<file path="src/rtl/dcm_pkg.sv">
// Shared types, constants and helpers for the DC motor step block.
// Used by every module under rtl; depends on nothing.
`default_nettype none
package dcm_pkg;

  localparam int DATA_W = 32;
  localparam int REG_W  = 31;
  localparam int SAT_W  = 68;
  localparam int IN_W   = 64;
  localparam int OUT_W  = 296;
  localparam int ADDR_W = 5;

  localparam logic signed [SAT_W-1:0] SAT_MAX = 68'sd2147483647;
  localparam logic signed [SAT_W-1:0] SAT_MIN = -68'sd2147483648;

  typedef enum logic [2:0] {
    REG_KT      = 3'd0,
    REG_RES     = 3'd1,
    REG_DAMP    = 3'd2,
    REG_INERTIA = 3'd3,
    REG_VMAX    = 3'd4,
    REG_TSTEP   = 3'd5
  } reg_idx_t;

  typedef enum logic [1:0] {
    ST_OK           = 2'd0,
    ST_RES_ZERO     = 2'd1,
    ST_INERTIA_ZERO = 2'd2
  } status_t;

  typedef enum logic [3:0] {
    OP_NONE, OP_BEMF, OP_MT, OP_DAMP, OP_NVEL, OP_EP, OP_MP, OP_CUR, OP_ACC, OP_EFF
  } op_t;

  typedef enum logic [4:0] {
    S_IDLE, S_BEMF, S_BEMF_WR, S_CUR_GO, S_CUR, S_MT, S_MT_WR, S_DAMP, S_DAMP_WR,
    S_ACC_GO, S_ACC, S_NVEL, S_NVEL_WR, S_EP, S_EP_WR, S_MP, S_MP_WR, S_EFF_GO,
    S_EFF, S_FIN
  } state_t;

  typedef struct packed {
    logic [REG_W-1:0] kt;
    logic [REG_W-1:0] res;
    logic [REG_W-1:0] damp;
    logic [REG_W-1:0] inertia;
    logic [REG_W-1:0] vmax;
    logic [REG_W-1:0] tstep;
  } cfg_t;

  typedef struct packed {
    logic    load;
    op_t     mul_op;
    op_t     wr_op;
    logic    div_go;
    op_t     div_op;
    logic    fin;
    status_t status;
  } cmd_t;

  typedef struct packed {
    logic res_zero;
    logic inertia_zero;
    logic div_done;
    logic eff_en;
  } sts_t;

  function automatic logic signed [DATA_W-1:0] sat32(input logic signed [SAT_W-1:0] v);
    logic signed [DATA_W-1:0] r;
    if (v > SAT_MAX) r = SAT_MAX[DATA_W-1:0];
    else if (v < SAT_MIN) r = SAT_MIN[DATA_W-1:0];
    else r = v[DATA_W-1:0];
    return r;
  endfunction

endpackage
`default_nettype wire

</file>
<file path="src/rtl/dcm_ctrl.sv">
// Sequencer for one motor step: orders multiplies, divides and the result load.
// Talks to dcm_dp through cmd_t and sts_t; uses dcm_pkg.
`default_nettype none
module dcm_ctrl (
  input  wire logic          clk,
  input  wire logic          rst,
  input  wire logic          s_tvalid,
  output logic               s_tready,
  output logic               m_tvalid,
  input  wire logic          m_tready,
  input  wire dcm_pkg::sts_t sts,
  output dcm_pkg::cmd_t      cmd
);
  import dcm_pkg::*;

  state_t  state, state_next;
  status_t st_r, st_next;
  logic    out_valid, out_valid_next;

  always_ff @(posedge clk) begin
    if (rst) begin
      state     <= S_IDLE;
      st_r      <= ST_OK;
      out_valid <= 1'b0;
    end else begin
      state     <= state_next;
      st_r      <= st_next;
      out_valid <= out_valid_next;
    end
  end

  always_comb begin
    state_next = state;
    st_next    = st_r;
    cmd.load   = 1'b0;
    cmd.mul_op = OP_NONE;
    cmd.wr_op  = OP_NONE;
    cmd.div_go = 1'b0;
    cmd.div_op = OP_NONE;
    cmd.fin    = 1'b0;
    cmd.status = st_r;
    s_tready   = (state == S_IDLE);
    case (state)
      S_IDLE: begin
        if (s_tvalid) begin
          cmd.load   = 1'b1;
          st_next    = ST_OK;
          state_next = S_BEMF;
        end
      end
      S_BEMF: begin
        cmd.mul_op = OP_BEMF;
        state_next = S_BEMF_WR;
      end
      S_BEMF_WR: begin
        cmd.wr_op = OP_BEMF;
        if (sts.res_zero) begin
          st_next    = ST_RES_ZERO;
          state_next = S_FIN;
        end else begin
          state_next = S_CUR_GO;
        end
      end
      S_CUR_GO: begin
        cmd.div_go = 1'b1;
        cmd.div_op = OP_CUR;
        state_next = S_CUR;
      end
      S_CUR: if (sts.div_done) state_next = S_MT;
      S_MT: begin
        cmd.mul_op = OP_MT;
        state_next = S_MT_WR;
      end
      S_MT_WR: begin
        cmd.wr_op  = OP_MT;
        state_next = S_DAMP;
      end
      S_DAMP: begin
        cmd.mul_op = OP_DAMP;
        state_next = S_DAMP_WR;
      end
      S_DAMP_WR: begin
        cmd.wr_op = OP_DAMP;
        if (sts.inertia_zero) begin
          st_next    = ST_INERTIA_ZERO;
          state_next = S_FIN;
        end else begin
          state_next = S_ACC_GO;
        end
      end
      S_ACC_GO: begin
        cmd.div_go = 1'b1;
        cmd.div_op = OP_ACC;
        state_next = S_ACC;
      end
      S_ACC: if (sts.div_done) state_next = S_NVEL;
      S_NVEL: begin
        cmd.mul_op = OP_NVEL;
        state_next = S_NVEL_WR;
      end
      S_NVEL_WR: begin
        cmd.wr_op  = OP_NVEL;
        state_next = S_EP;
      end
      S_EP: begin
        cmd.mul_op = OP_EP;
        state_next = S_EP_WR;
      end
      S_EP_WR: begin
        cmd.wr_op  = OP_EP;
        state_next = S_MP;
      end
      S_MP: begin
        cmd.mul_op = OP_MP;
        state_next = S_MP_WR;
      end
      S_MP_WR: begin
        cmd.wr_op  = OP_MP;
        state_next = S_EFF_GO;
      end
      S_EFF_GO: begin
        if (sts.eff_en) begin
          cmd.div_go = 1'b1;
          cmd.div_op = OP_EFF;
          state_next = S_EFF;
        end else begin
          state_next = S_FIN;
        end
      end
      S_EFF: if (sts.div_done) state_next = S_FIN;
      S_FIN: begin
        // hold until the result register is free
        if (!out_valid || m_tready) begin
          cmd.fin    = 1'b1;
          state_next = S_IDLE;
        end
      end
      default: state_next = S_IDLE;
    endcase
    if (cmd.fin) out_valid_next = 1'b1;
    else if (m_tready) out_valid_next = 1'b0;
    else out_valid_next = out_valid;
    m_tvalid = out_valid;
  end

endmodule
`default_nettype wire

</file>
<file path="config.mk">
export PLATFORM = sky130hd
export DESIGN_NAME = dcm_ctrl
export DESIGN_NICKNAME = d
export VERILOG_FILES = /design/src/rtl/dcm_pkg.sv /design/src/rtl/dcm_ctrl.sv
export SDC_FILE = /design/constraint.sdc
export NUM_CORES = 1
export LEC_CHECK = 0
export BUFFER_PORTS_ARGS = -buffer_cell sky130_fd_sc_hd__buf_2
export CAP_MARGIN = 20
export CORE_ASPECT_RATIO = 0.9
export CORE_MARGIN = 3
export CORE_UTILIZATION = 53
export DETAILED_ROUTE_END_ITERATION = 8
export PLACE_DENSITY = 0.83
export SLEW_MARGIN = 20
export SYNTH_ARGS = -nofsm -noshare
export SYNTH_HDL_FRONTEND = slang
export SYNTH_SLANG_ARGS = --single-unit
</file>
<file path="constraint.sdc">
create_clock -name clk -period 2.48 [get_ports clk]
set_clock_uncertainty 0.1 [all_clocks]
set_input_delay 0.248 -clock clk [delete_from_list [all_inputs] [get_ports clk]]
set_output_delay 0.248 -clock clk [all_outputs]
set_load 0.01 [all_outputs]
</file>
Word level (Yosys, flattened, before mapping)
Cells that the tools add are included.
Operators by class
  equality and inequality tests: 26
  muxes and demuxes: 23
  reductions and logical operators: 7
Operators with widths (count)
  $pmux 5 s20: 1
  $eq 5x4->1 const B: 8
  $mux 5: 8
  $pmux 3 s6: 2
  $eq 5x3->1 const B: 4
  $eq 5x5->1 const B: 4
  $pmux 5 s3: 1
  $ne 2x2->1 const B: 7
  $eq 5x2->1 const B: 2
  $mux 1: 7
  $mux 2: 3
  $pmux 2 s3: 1
  $eq 5x1->1 const B: 1
  $logic_not 5->1: 1
  $reduce_and 5->1: 1
  $reduce_and 4->1: 1
  $reduce_bool 3->1: 1
  $reduce_bool 2->1: 1
  $logic_not 1->1: 1
  $logic_or 1x1->1: 1
Word-level totals
  bits in registers: 8
  output and inout port bits: 19

Longest topological paths before layout
  depth in word-level cells: 5
  gate-level depth with buffers: 6
  depth with buffers taken out: 4

Worst setup path after synthesis
Ideal clock, no wire load.
  kind: register -> output
  start: reg state[4]
  end: out cmd[5] (netlist name)
  path buffers: 3
  required time: 2132 ps
  arrival: 1471 ps
  path slack: 661 ps
  cell stages (with the launch flop): 5
  cell sequence: dfxtp_1 dlymetal6s2s_1 buf_2 nor4_1 buf_4
RTL lines
  start: declaration: line dcm_ctrl.sv:16  | state_t state, state_next;
  start signal: assignment: line dcm_ctrl.sv:26  | state <= state_next;
  end: declaration: line dcm_ctrl.sv:12  | output dcm_pkg::cmd_t cmd

==> impl_metrics.toml <==
[placed_design]
io_buffers = 24
dp_hpwl_um = 1420
gp_congestion = 0.848
pre_cts_ws_ns = 0.561

[logic_synthesis]
async_reset_ff_share_pct = 0
yosysMostFrequentCell = "nor2_1"
synth_area_leaders = "dfxtp_1, nor2_1, buf_4, a21oi_1, and4bb_4"
syn_area_per_cell_um2 = 7.65
synth_commonest_cells = "nor2_1, a21oi_1, dfxtp_1, nand2_1"
synth_top_area_cell = "dfxtp_1"
synth_seq_cells = 8
synthCells = 111
synth-seq-area-share_pct = 18.9
synth_edf_count = 0
yosys_warnings = 0
synth_top_area_share_pct = 18.9
synth_area_um2 = 850
synth.distinct_cells = 45
ys.flop_type = "dfxtp_1"

[worst_setup_path]
reg2reg_depth = 4
rrSetupSlack_ns = 0.52
crit_family = "flip-flops"
critPathLaunchType = "register"
critical_path.max_stage_delay_ns = 0.81
critical_path_buf_inv_count = 1
critPathArrivalTime_ns = 1.85
required_ns = 2.13
crit_type = "reg2out"
worst_setup_path_end_kind = "output port"
reg2reg_to = "state[4]"
r2r_start = "state[3]"
crit_slowest_cell = "dfxtp_1"
path_cells = "nor2b_2, and2_1, o21bai_1, a21oi_1, buf_2"
path_max_fanout = 22

[die]
start_util_pct = 57.4
fp-row-count = 13
core-area_um2 = 1480
fp.dieH_um = 44.0
io_pins = 27
dieArea_um2 = 2120
die_w_um = 48.2

[cts]
clockBufferDepth = 2
h-tree-depth = 1
cts_sinks = 8
clock_latency_ns = 0.26
cts_made_buffers = 3
cts_hold_buf = 0
cts-resized-gates = 0
cts_root_buf = "clkbuf_4"
clk_pin_slew_ns = 0.06
post-cts-setup-buffer-count = 0
cts_tree = "done"

[route]
dr.pass1.iters = 4
post_drt_wl_per_cell_um = 13.5
ant_nets = 0
wirelength_um = 1990
vias = 837
detail_route.drc_violations = 0
initialDrtViolationCount = 29
vias_per_cell = 5.66

[sta]
setup_viol = 0
fin_tns_setup_ns = 0
rsz0062_at_grt = "no"
hold_viol_final = 0
min_period_over_period_pct = 88.6
relSlewSlack_pct = 49.5
fmax_mhz = 455
fin_crit_ns = 2.20
worstMarginPinSlew_ns = 0.756
slew_violations = 0
fin_ws_ns = 0.284

[power]
vdd_ir_drop_max_mv = 0.504
p_per_area_nw_per_um2 = 961
power_uw = 906
leakagePower_uw = 0.000419

[finish]
nets = 136
fillers = 130
drive_above_1_share_pct = 32.5
antennaDiodeCount = 0
areaGrowthSynthToFinish_pct = 11.0

[worst_hold_path]
hold_depth = 3
min_to = "st_r[0]"
min_path_type = "in2reg"
worstHoldStart = "sts[3]"

[grt]
antenna_found_initial = 0
overflow = 0
grt_pass1_wl_um = 3230
grt_pass1_vias = 712
grt_use_total_pct = 21.7
grt_max_degree = 23

[outcome]
run_status = "complete, no violations"

[flow_run]
cap_violations = 0
[registers in the layout, summed over array words and instances (netlist names)]
signal    cells
st_r          2
m_tvalid      1
state         5
[kinds of logic after synthesis]
group / count (synthesis) / synth area share (%)
buffers and inverters: 16 / 11.6
DFF: 8 / 18.9
AOI/OAI and AO/OA: 25 / 21.9
xor gates and xnor gates: 3 / 3.09
muxes: 3 / 3.68
other: 1 / 0.441
and+or+nand+nor: 55 / 40.4
[through the flow]
stage | util (%) | hold WS (ns) | instance area [um^2] | std cells
after global routing | 63.7 | 0.189 | 943 | 148
after global placement | 62.2 | 0.361 | 921 | 145
final | 63.7 | 0.177 | 943 | 148
after CTS | 63.7 | 0.173 | 943 | 148
after detailed placement | 62.2 | 0.371 | 921 | 145
after floorplan | - | 0.300 | 853 | 112
[layout by cell type (no fill, tap or decap), drive strengths merged, types with 2 or more instances in the layout]
cell type  netlist  routed
conb             1       2
and3             2       2
nor3             4       4
dfxtp            8       8
mux2i            2       2
nand3            6       6
a31oi            3       3
nor2b            2       2
nor2            13      13
nor4             2       2
o21a             2       2
o21ai            3       3
and2b            2       2
and4bb           2       2
a21oi            8       8
xor2             3       3
nand3b           3       3
nand2            8       8
clkbuf           3       3
o21bai           2       2
buf             11      26
nand2b           4       4
[worst max-delay path by stage]
| stage | cells past startpoint | startpoint | slack (ns) | endpoint |
|---|---|---|---|---|
| after floorplan | 4 | state[4] | 0.66 | cmd[5] |
| after global placement | 4 | state[3] | 0.63 | state[4] |
| after detailed placement | 4 | state[3] | 0.56 | state[4] |
| after CTS | 5 | state[3] | 0.31 | cmd[9] |
| after global routing | 3 | state[0] | 0.19 | cmd[5] |
| final | 5 | state[3] | 0.28 | cmd[9] |
[final cells by class]
class	instances	area (um^2)	share of cell area [%]
Clock buffer	3	22.5	2.39
Inverter	1	3.75	0.398
Multi-Input combinational cell	88	594	63.0
Sequential cell	8	160	17.0
Tap cell	22	27.5	2.92
Timing Repair Buffer	26	135	14.3
[power breakdown]
group	internal [uW]	switching, uW	leakage [uW]
clock	55.7	49.1	0.0000138
sequential	157	114	0.0000653
combinational	256	274	0.000340
[worst min-delay path, cell delays in order]
cell     delay, ns
buf_2         0.11
nand3_1       0.06
a21oi_1       0.06
[metal layers]
metal  share of wire [%]  track usage [%]  up-vias
met3                 6.1             8.30        4
met2                  45             30.5       26
met4                 1.2             9.14        0
li1                    -                -      424
met1                  48             29.0      383
met5                   0                0        -
Power figures use the tool's default switching activity.
