$ cat src/rtl/dcm_pkg.sv
// Shared types, constants and helpers for the DC motor step block.
// Used by every module under rtl; depends on nothing.
`default_nettype none
package dcm_pkg;

  localparam int DATA_W = 32;
  localparam int REG_W  = 31;
  localparam int SAT_W  = 68;
  localparam int IN_W   = 64;
  localparam int OUT_W  = 296;
  localparam int ADDR_W = 5;

  localparam logic signed [SAT_W-1:0] SAT_MAX = 68'sd2147483647;
  localparam logic signed [SAT_W-1:0] SAT_MIN = -68'sd2147483648;

  typedef enum logic [2:0] {
    REG_KT      = 3'd0,
    REG_RES     = 3'd1,
    REG_DAMP    = 3'd2,
    REG_INERTIA = 3'd3,
    REG_VMAX    = 3'd4,
    REG_TSTEP   = 3'd5
  } reg_idx_t;

  typedef enum logic [1:0] {
    ST_OK           = 2'd0,
    ST_RES_ZERO     = 2'd1,
    ST_INERTIA_ZERO = 2'd2
  } status_t;

  typedef enum logic [3:0] {
    OP_NONE, OP_BEMF, OP_MT, OP_DAMP, OP_NVEL, OP_EP, OP_MP, OP_CUR, OP_ACC, OP_EFF
  } op_t;

  typedef enum logic [4:0] {
    S_IDLE, S_BEMF, S_BEMF_WR, S_CUR_GO, S_CUR, S_MT, S_MT_WR, S_DAMP, S_DAMP_WR,
    S_ACC_GO, S_ACC, S_NVEL, S_NVEL_WR, S_EP, S_EP_WR, S_MP, S_MP_WR, S_EFF_GO,
    S_EFF, S_FIN
  } state_t;

  typedef struct packed {
    logic [REG_W-1:0] kt;
    logic [REG_W-1:0] res;
    logic [REG_W-1:0] damp;
    logic [REG_W-1:0] inertia;
    logic [REG_W-1:0] vmax;
    logic [REG_W-1:0] tstep;
  } cfg_t;

  typedef struct packed {
    logic    load;
    op_t     mul_op;
    op_t     wr_op;
    logic    div_go;
    op_t     div_op;
    logic    fin;
    status_t status;
  } cmd_t;

  typedef struct packed {
    logic res_zero;
    logic inertia_zero;
    logic div_done;
    logic eff_en;
  } sts_t;

  function automatic logic signed [DATA_W-1:0] sat32(input logic signed [SAT_W-1:0] v);
    logic signed [DATA_W-1:0] r;
    if (v > SAT_MAX) r = SAT_MAX[DATA_W-1:0];
    else if (v < SAT_MIN) r = SAT_MIN[DATA_W-1:0];
    else r = v[DATA_W-1:0];
    return r;
  endfunction

endpackage
`default_nettype wire

$ cat src/rtl/dcm_div.sv
// Signed fixed-point divider, two quotient bits per cycle (restoring).
// Returns sat32((num << FRAC_BITS) / den) truncated toward zero; uses dcm_pkg.
`default_nettype none
module dcm_div #(
  parameter int FRAC_BITS = 16
) (
  input  wire logic               clk,
  input  wire logic               rst,
  input  wire logic               go,
  input  wire logic signed [32:0] num,
  input  wire logic [31:0]        den,
  output logic                    done,
  output logic signed [31:0]      quo
);
  import dcm_pkg::*;

  localparam int NW    = 33 + FRAC_BITS;
  localparam int NW2   = NW + (NW % 2);
  localparam int STEPS = NW2 / 2;
  localparam int CNT_W = $clog2(STEPS + 1);

  logic [NW2-1:0]   q;
  logic [31:0]      rem;
  logic [31:0]      dsr;
  logic             neg;
  logic             busy;
  logic [CNT_W-1:0] cnt;
  logic             done_r;

  logic [32:0] mag;
  logic [32:0] r0, r2;
  logic [33:0] t0, t1;
  logic        ge0, ge1;
  logic [31:0] r1, r3;
  logic        hi;

  always_comb begin
    mag = num[32] ? 33'(-num) : num;
    r0  = {rem, q[NW2-1]};
    t0  = {1'b0, r0} - {2'b0, dsr};
    ge0 = !t0[33];
    r1  = ge0 ? t0[31:0] : r0[31:0];
    r2  = {r1, q[NW2-2]};
    t1  = {1'b0, r2} - {2'b0, dsr};
    ge1 = !t1[33];
    r3  = ge1 ? t1[31:0] : r2[31:0];
  end

  always_ff @(posedge clk) begin
    if (rst) begin
      busy   <= 1'b0;
      done_r <= 1'b0;
      cnt    <= '0;
    end else begin
      done_r <= 1'b0;
      if (go) begin
        busy <= 1'b1;
        cnt  <= CNT_W'(STEPS);
      end else if (busy) begin
        cnt <= cnt - 1'b1;
        if (cnt == CNT_W'(1)) begin
          busy   <= 1'b0;
          done_r <= 1'b1;
        end
      end
    end
  end

  always_ff @(posedge clk) begin
    if (go) begin
      q   <= NW2'({mag, {FRAC_BITS{1'b0}}});
      rem <= '0;
      dsr <= den;
      neg <= num[32];
    end else if (busy) begin
      q   <= {q[NW2-3:0], ge0, ge1};
      rem <= r3;
    end
  end

  // saturate the magnitude, then apply the sign
  always_comb begin
    hi = |q[NW2-1:32];
    if (neg) begin
      if (hi || (q[31] && |q[30:0])) quo = SAT_MIN[31:0];
      else quo = 32'(-q[31:0]);
    end else begin
      if (hi || q[31]) quo = SAT_MAX[31:0];
      else quo = q[31:0];
    end
  end

  assign done = done_r;

endmodule
`default_nettype wire

$ cat src/rtl/dcm_dp.sv
// Datapath: item registers, shared multiplier, divider and result register.
// Driven by dcm_ctrl through cmd_t; uses dcm_pkg and dcm_div.
`default_nettype none
module dcm_dp #(
  parameter int FRAC_BITS = 16
) (
  input  wire logic                          clk,
  input  wire logic                          rst,
  input  wire dcm_pkg::cfg_t                 cfg,
  input  wire dcm_pkg::cmd_t                 cmd,
  output dcm_pkg::sts_t                      sts,
  input  wire logic [dcm_pkg::IN_W-1:0]      in_data,
  output logic [dcm_pkg::OUT_W-1:0]          out_data
);
  import dcm_pkg::*;

  localparam int EFF_THR_I = ((1 << FRAC_BITS) + 50) / 100;
  localparam logic signed [31:0] EFF_THR = 32'(EFF_THR_I);

  logic signed [31:0] vel, applied, load_r, bemf, cur, mt, net, acc, nvel, ep, mp, eff;
  logic signed [65:0] prod;
  logic signed [32:0] ma, mb;
  logic signed [SAT_W-1:0] prod_sc;
  op_t div_dst;

  logic signed [32:0] vx, pv, nv;
  logic signed [31:0] vreq, clamp;

  logic               div_go;
  logic signed [32:0] div_num;
  logic [31:0]        div_den;
  logic               div_done;
  logic signed [31:0] div_quo;

  // clamp the request to +/- max voltage
  always_comb begin
    vreq = in_data[31:0];
    vx   = 33'(vreq);
    pv   = $signed({2'b0, cfg.vmax});
    nv   = -pv;
    if (vx > pv) clamp = pv[31:0];
    else if (vx < nv) clamp = nv[31:0];
    else clamp = vreq;
  end

  always_comb begin
    case (cmd.mul_op)
      OP_BEMF: begin ma = $signed({2'b0, cfg.kt});   mb = 33'(vel);   end
      OP_MT:   begin ma = $signed({2'b0, cfg.kt});   mb = 33'(cur);   end
      OP_DAMP: begin ma = $signed({2'b0, cfg.damp}); mb = 33'(vel);   end
      OP_NVEL: begin ma = 33'(acc); mb = $signed({2'b0, cfg.tstep});  end
      OP_EP:   begin ma = 33'(applied); mb = 33'(cur); end
      OP_MP:   begin ma = 33'(mt);      mb = 33'(nvel); end
      default: begin ma = '0; mb = '0; end
    endcase
  end

  assign prod_sc = SAT_W'(prod) >>> FRAC_BITS;

  always_comb begin
    div_go = cmd.div_go;
    case (cmd.div_op)
      OP_CUR:  begin div_num = 33'(applied) - 33'(bemf); div_den = {1'b0, cfg.res}; end
      OP_ACC:  begin div_num = 33'(net); div_den = {1'b0, cfg.inertia}; end
      OP_EFF:  begin div_num = 33'(mp);  div_den = ep; end
      default: begin div_num = '0; div_den = '0; end
    endcase
  end

  dcm_div #(.FRAC_BITS(FRAC_BITS)) u_div (
    .clk  (clk),
    .rst  (rst),
    .go   (div_go),
    .num  (div_num),
    .den  (div_den),
    .done (div_done),
    .quo  (div_quo)
  );

  always_ff @(posedge clk) begin
    if (rst) vel <= '0;
    else if (cmd.fin) vel <= nvel;
  end

  always_ff @(posedge clk) begin
    prod <= ma * mb;
    if (cmd.div_go) div_dst <= cmd.div_op;
    if (cmd.load) begin
      applied <= clamp;
      load_r  <= in_data[63:32];
      cur     <= '0;
      mt      <= '0;
      net     <= '0;
      ep      <= '0;
      mp      <= '0;
      eff     <= '0;
      nvel    <= vel;
    end else begin
      case (cmd.wr_op)
        OP_BEMF: bemf <= sat32(prod_sc);
        OP_MT:   mt   <= sat32(prod_sc);
        OP_DAMP: net  <= sat32(SAT_W'(mt) - SAT_W'(load_r) - prod_sc);
        OP_NVEL: nvel <= sat32(SAT_W'(vel) + prod_sc);
        OP_EP:   ep   <= sat32(prod_sc);
        OP_MP:   mp   <= sat32(prod_sc);
        default: ;
      endcase
      if (div_done) begin
        case (div_dst)
          OP_CUR:  cur <= div_quo;
          OP_ACC:  acc <= div_quo;
          OP_EFF:  eff <= div_quo;
          default: ;
        endcase
      end
    end
    if (cmd.fin)
      out_data <= {6'b0, cmd.status, eff, mp, ep, nvel, net, mt, cur, bemf, applied};
  end

  always_comb begin
    sts.res_zero     = (cfg.res == '0);
    sts.inertia_zero = (cfg.inertia == '0);
    sts.div_done     = div_done;
    sts.eff_en       = (ep > EFF_THR);
  end

endmodule
`default_nettype wire

$ cat config.mk
export PLATFORM = sky130hd
export DESIGN_NAME = dcm_dp
export DESIGN_NICKNAME = d
export VERILOG_FILES = /design/src/rtl/dcm_pkg.sv /design/src/rtl/dcm_div.sv /design/src/rtl/dcm_dp.sv
export SDC_FILE = /design/constraint.sdc
export NUM_CORES = 2
export LEC_CHECK = 0
export ABC_CLOCK_PERIOD_IN_PS = 9790
export BUFFER_PORTS_ARGS = -buffer_cell sky130_fd_sc_hd__clkbuf_2
export CORE_MARGIN = 5
export CORE_UTILIZATION = 57
export DETAILED_ROUTE_END_ITERATION = 8
export PLACE_DENSITY = 0.79
export SYNTH_ARGS = -nofsm -noshare
export SYNTH_HDL_FRONTEND = slang
export SYNTH_HIERARCHICAL = 1
export SYNTH_SLANG_ARGS = --single-unit
$ cat constraint.sdc
create_clock -name clk -period 9.79 [get_ports clk]
set_input_delay 0.979 -clock clk [delete_from_list [all_inputs] [get_ports clk]]
set_output_delay 0.979 -clock clk [all_outputs]
set_load 0.005 [all_outputs]
; ---- Yosys cells after proc, flatten, opt, wreduce, memory -nomap -nowiden
; Cells that the tools add are included.
[word_totals]
register_bits = 866
out_inout_bits = 300
[op_classes]
addsub = 10
multipliers = 1
magnitude_cmp = 9
eq_ne = 19
muxes = 28
bitwise_logic = 2
reduce_logical = 20
[op_table]
columns = cell, count
row1 = $mux W32, 14
row2 = $pmux W33 S5, 1
row3 = $pmux W33 S4, 1
row4 = $gt A51 B32 Y1 const B, 2
row5 = $lt A51 B32 Y1 const B, 2
row6 = $pmux W33 S3, 1
row7 = $mux W49, 2
row8 = $pmux W32 S3, 1
row9 = $sub A33 B32 Y34, 2
row10 = $mul A33 B33 Y66, 1
row11 = $sub A32 B32 Y33, 2
row12 = $logic_not A31 Y1, 2
row13 = $add A32 B50 Y51, 1
row14 = $sub A33 B50 Y51, 1
row15 = $gt A50 B32 Y1 const B, 1
row16 = $lt A50 B32 Y1 const B, 1
row17 = $lt A32 B33 Y1, 1
row18 = $mux W33, 1
row19 = $neg A31 Y33, 1
row20 = $neg A33 Y33, 1
row21 = $eq A4 B3 Y1 const B, 8
row22 = $gt A32 B11 Y1 const B, 1
row23 = $gt A32 B32 Y1, 1
row24 = $neg A32 Y32, 1
row25 = other kinds (19), 39

; ---- Depth between registers and ports, before layout
[depth]
depth_word = 6
mapped_depth = 39
mapped_depth_nobuf = 34

; ---- Cells and area by module
; The synthesis kept the hierarchy.
[by_module_without_submodules]
columns = mod, n_inst, cells_each, area_each_um2, seq_area_each_um2
row1 = dcm_dp, 1, 7777, 74829.3, 19118.3
row2 = dcm_div, 1, 1227, 10080.9, 3103.0

; ---- Least setup slack after synthesis
; OpenSTA, ideal clock, no wires.
[synth_timing]
path_type = input to register
startpoint = input port cmd[14] in the netlist's numbering
endpoint = register prod[62]
setup_time_ns = 0.118
t_arrival_ns = 10.100
t_required_ns = 9.672
slack_ns = -0.428
path_stages = 30
path_buffers = 5
path_cell_list = buf_2 or3b_2 a21oi_1 clkbuf_1 buf_1 nand2_1 nand2_1 clkbuf_1 nand2_1 inv_1 fa_1 fa_1 fa_1 fa_1 fa_1 fa_1 fa_1 inv_1 fa_1 inv_1 ha_1 clkbuf_1 and4_1 nand3_1 or4b_2 nand3b_1 and2_1 o21ai_0 a21oi_1 xnor2_1
[synth_via]
elab_chain_len = 4
[synth_lines]
columns = element, line
row1 = from (decl), dcm_dp.sv:10  ; input wire dcm_pkg::cmd_t cmd,
row2 = "$eq A4 B2 Y1, or another cell as far along", dcm_dp.sv:47  ; case (cmd.mul_op)
row3 = $reduce_or A2 Y1 (no line), --
row4 = $pmux W33 S5 / $pmux W33 S4 (equally long branches), dcm_dp.sv:47
row5 = $mul A33 B33 Y66 (*), dcm_dp.sv:86  ; prod <= ma * mb;
row6 = to (signal assigned), dcm_dp.sv:86
row7 = to (decl), dcm_dp.sv:21  ; logic signed [65:0] prod;
; Every way passes the cells marked *; elsewhere a longest branch is shown, timed or not.
; A chain may end at the register's enable or synchronous reset.

; ---- Worst setup path in the final report
[layout_timing]
startpoint = input port cmd[12] in the netlist's numbering
endpoint = register prod[52]
; Same word-level chain as after synthesis.

==> reports/qor.txt <==
result of the run -> finished clean
number of pins exceeding their max-slew limit in the final report -> 0
Maximum Capacitance Violations -> 0
antenna violations before repair -> 35
highest cell delay on the worst timing path -> 0.61 ns
y dimension of the die -> 396 um
setup repair after global routing missed its margin -> false
Netlist Area Pre-Place -> 84,900 um2
IO Port Bufs -> 562
post-route cell area -> 98,100 um2
cell chosen for the clock root -> sky130_fd_sc_hd__clkbuf_16
count of antenna-violating nets left after detailed routing -> 0
row count -> 141
number of design rule violations left after detail routing -> 0
basic-gate share of the synthesized area counting and, or, nand and nor cells -> 14.1%
kind of critical path -> in -> reg
clock insertion delay at the later pin of the skew report -> 0.75 ns
arithmetic-cell share of the synthesized area counting full adders, half adders and majority gates -> 34.8%
number of hold-repair buffers added at the cts stage -> 0
dominant cell type by count on the critical path -> sky130_fd_sc_hd__fa_1
worst hold slack across all endpoints -> 0.405 ns
slack of the worst reg-to-reg path -> 0.40 ns
pwr dens -> 169 nW/um2
via count -> 73,603
cell with the largest stage delay on the worst path -> sky130_fd_sc_hd__fa_1
detailed-routing iteration count for the pre-antenna-repair pass -> 9
share of flip-flops with an asynchronous set or reset after synthesis -> 0%
worst-case reg-to-reg path depth -> 36
dominant combinational cell family by area after synthesis -> adder cells
min setup slack post-route -> 0.336 ns
CTS tree -> yes
DR iter-0 viols -> 9,320
number of sinks on the clock net -> 850
count of mapped cells out of synthesis -> 9,004
wire length of the first global-routing pass -> 473,000 um
Filler Cell Count -> 11,817
part of the cycle the worst path needs -> 96.6%
number of enable-type register cells in the synthesized netlist -> 520
number of failing setup endpoints in the final timing report -> 0
# IOs -> 569
final number of hold-violating endpoints -> 0
complex-gate fraction of the synthesized area -> 12.3%
Top FF cell, synth -> sky130_fd_sc_hd__edfxtp_1
maximum operating frequency -> 106 MHz
starting utilization of the core area -> 57.4%
proportion of layout cells with a drive suffix above 1 -> 15.3%
startpoint type of the worst setup path -> primary input
share of synthesized area occupied by flip-flops and latches -> 26.2%
average via count per standard cell -> 6.19
post-detailed-placement half-perimeter wirelength -> 270,000 um
sort of element at the end of the critical path -> flip-flop
Worst Setup Slack post-DPL -> -0.374 ns
post-synth cell types -> 115
last weighted congestion value of the routability-driven placer -> 1.11
layout-stage area growth over the synthesis result -> 15.5%
Max-Slew Margin vs Limit -> 9.55%
number of buffers added by the clock tree synthesis step -> 90
die span in x -> 396 um
IR drop worst, VDD -> 0.165 mV
Crit Reg-Reg Startpoint -> applied[17]$_DFFE_PP_
GRT Util Overall -> 41.0%
setup total negative slack -> 0 ns
cell area after placement -> 94,900 um2
largest net degree at the start of global routing -> 138
buffer levels on the longest clock path -> 3
Worst Setup SP -> cmd[12]
end of the critical path -> prod[52]$_DFF_P_
Min-Delay Path Class -> in -> reg
register bit total from synthesis -> 850
count of yosys warnings during synthesis -> 6
CP Data Arrival Time -> 10.11 ns
Static Leakage -> 0.0460 uW
parity-gate share of the synthesized area counting xor and xnor cells -> 2.86%
Total Die Area -> 157,000 um2
mux contribution to synthesized area -> 1.34%
CTS HTree Levels -> 3
via count of the first global-routing pass -> 73,613
number of placed instances with taps included -> 11,706
area of the placeable core -> 148,000 um2
Max FO, Critical Path -> 11
Routed wire per std cell -> 27.4 um
post-CTS clock slew at the launch and capture registers of the worst setup and hold paths -> 0.06 ns
clock tree skew after final layout -> 0.0702 ns
remaining global-route overflow -> 0
Min Clock Period, post-route -> 9.45 ns
worst slew pin tran -> 1.34 ns
Final nets -> 11,790
required time at the worst-slack endpoint -> 10.44 ns
Syn Area/Cell -> 9.43 um2
capturing point of the worst reg2reg path -> prod[52]$_DFF_P_
fin cells -> 11,897
sum of routed wire length over all layers -> 326,000 um
## through the flow
step	total power [uW]	util, %
after CTS	16300	66.3
after global placement	12600	64.2
final	16600	66.3
after detailed placement	12800	64.2
after floorplan	9980	-
after global routing	17400	66.3
## sequential cells by signal (all words and copies together), names as in the netlist, 4 cells and up
register / flops
acc: 32
applied: 32
bemf: 32
cur: 32
div_dst: 4
eff: 32
ep: 32
load_r: 32
mp: 32
mt: 32
net: 32
nvel: 32
out_data: 290
prod: 50
u_div/cnt: 5
u_div/dsr: 32
u_div/q: 50
u_div/rem: 32
vel: 32
## cells in the mapped netlist, types with 24 or more instances
master	number	area, um2
sky130_fd_sc_hd__a211oi_1	127	953
sky130_fd_sc_hd__a21o_1	122	916
sky130_fd_sc_hd__a21oi_1	397	1990
sky130_fd_sc_hd__a222oi_1	48	480
sky130_fd_sc_hd__a22oi_1	61	458
sky130_fd_sc_hd__a31oi_1	29	181
sky130_fd_sc_hd__and2_1	70	438
sky130_fd_sc_hd__and3_1	29	181
sky130_fd_sc_hd__and4_1	24	210
sky130_fd_sc_hd__buf_1	27	101
sky130_fd_sc_hd__clkbuf_1	380	1430
sky130_fd_sc_hd__dfxtp_1	330	6610
sky130_fd_sc_hd__edfxtp_1	520	15600
sky130_fd_sc_hd__fa_1	1176	23500
sky130_fd_sc_hd__ha_1	477	5970
sky130_fd_sc_hd__inv_1	1423	5340
sky130_fd_sc_hd__mux2i_1	102	1020
sky130_fd_sc_hd__nand2_1	1154	4330
sky130_fd_sc_hd__nand2b_1	41	257
sky130_fd_sc_hd__nand3_1	79	395
sky130_fd_sc_hd__nand4_1	86	538
sky130_fd_sc_hd__nor2_1	864	3240
sky130_fd_sc_hd__nor2b_1	42	263
sky130_fd_sc_hd__nor3_1	87	435
sky130_fd_sc_hd__nor3b_1	29	218
sky130_fd_sc_hd__nor4_1	51	319
sky130_fd_sc_hd__o211ai_1	27	203
sky130_fd_sc_hd__o21a_1	60	450
sky130_fd_sc_hd__o21ai_0	267	1340
sky130_fd_sc_hd__o21ai_1	29	145
sky130_fd_sc_hd__o31ai_1	39	293
sky130_fd_sc_hd__o32ai_1	31	272
sky130_fd_sc_hd__or3_1	50	313
sky130_fd_sc_hd__xnor2_1	182	1590
sky130_fd_sc_hd__xor2_1	95	832
## worst min path at each step
| stage | startpoint | end | slack [ns] | depth (start not counted) |
|---|---|---|---|---|
| after floorplan | eff[0]$_SDFFE_PP0P_ | out_data[256]$_DFFE_PP_ | 0.41 | 0 |
| after global placement | eff[17]$_SDFFE_PP0P_ | out_data[273]$_DFFE_PP_ | 0.41 | 0 |
| after detailed placement | eff[2]$_SDFFE_PP0P_ | out_data[258]$_DFFE_PP_ | 0.42 | 0 |
| after CTS | cmd[0] | out_data[288]$_DFFE_PP_ | 0.38 | 1 |
| after global routing | cmd[0] | out_data[288]$_DFFE_PP_ | 0.40 | 1 |
| final | cmd[0] | out_data[288]$_DFFE_PP_ | 0.40 | 1 |
## layout make-up
cell class              count  area (um2)  share of cell area [%]
multi-input cells        6276       55600                    56.7
flip-flops and latches    850       22200                    22.7
well taps                1930        2410                    2.46
diodes                     21        52.6                  0.0536
inverters                1425        5350                    5.45
clock buffers             109        2420                    2.47
clock inverters            61         668                   0.681
repair buffers           1225        9290                    9.47
## kinds of logic (layout without fill, tap and decap cells)
logic type	after synthesis	after routing
flops	850	850
simple gates	2699	2699
compound gates	1529	1529
other cells	1	27
xor+xnor	277	277
mux	112	112
fa+ha+maj	1653	1653
buf+inv	1883	2820
## power breakdown
group / switching, uW / internal (uW)
logic: 5050 / 3200
clock network: 1620 / 1940
registers: 549 / 4230
## cell usage in the layout, fill, tap and decap left out, types with 31 or more instances in the layout
cell type,count
sky130_fd_sc_hd__nand2_1,1152
sky130_fd_sc_hd__nor2_1,862
sky130_fd_sc_hd__o21a_1,59
sky130_fd_sc_hd__a22oi_1,61
sky130_fd_sc_hd__a211oi_1,127
sky130_fd_sc_hd__o31ai_1,38
sky130_fd_sc_hd__a222oi_1,48
sky130_fd_sc_hd__a21oi_1,395
sky130_fd_sc_hd__o21ai_0,267
sky130_fd_sc_hd__and2_1,69
sky130_fd_sc_hd__edfxtp_1,520
sky130_fd_sc_hd__nand4_1,86
sky130_fd_sc_hd__mux2i_1,102
sky130_fd_sc_hd__or3_1,50
sky130_fd_sc_hd__clkbuf_2,559
sky130_fd_sc_hd__nor4_1,50
sky130_fd_sc_hd__o32ai_1,31
sky130_fd_sc_hd__ha_1,477
sky130_fd_sc_hd__a21o_1,122
sky130_fd_sc_hd__xnor2_1,182
sky130_fd_sc_hd__xor2_1,95
sky130_fd_sc_hd__buf_4,546
sky130_fd_sc_hd__nor3_1,85
sky130_fd_sc_hd__clkbuf_16,91
sky130_fd_sc_hd__dfxtp_1,329
sky130_fd_sc_hd__nand3_1,79
sky130_fd_sc_hd__inv_1,1423
sky130_fd_sc_hd__nor2b_1,40
sky130_fd_sc_hd__nand2b_1,41
sky130_fd_sc_hd__fa_1,1174
sky130_fd_sc_hd__buf_12,118
## layer usage
metal  routed length (um)  vias up  GRT usage (%)
li1                     -    31406              -
met1               111000    36257           49.9
met2               144000     4773           63.4
met3                40300     1151           10.9
met4                29600       16           29.0
met5                  140        -              0
## what timing repair did
action	CTS	global route
setup buffers	0	0
gates resized for setup	0	3
endpoints found under the setup margin	0	3
## critical path, delay by kind of cell
kind | cells | cell delay (ns)
AO/OA/AOI/OAI | 9 | 1.73
XOR/XNOR | 1 | 0.14
adder cells (fa/ha/maj) | 9 | 4.38
buffers and inverters | 10 | 1.25
multiplexers | 1 | 0.32
AND/OR/NAND/NOR | 6 | 1.26
Power figures use the tool's default switching activity.
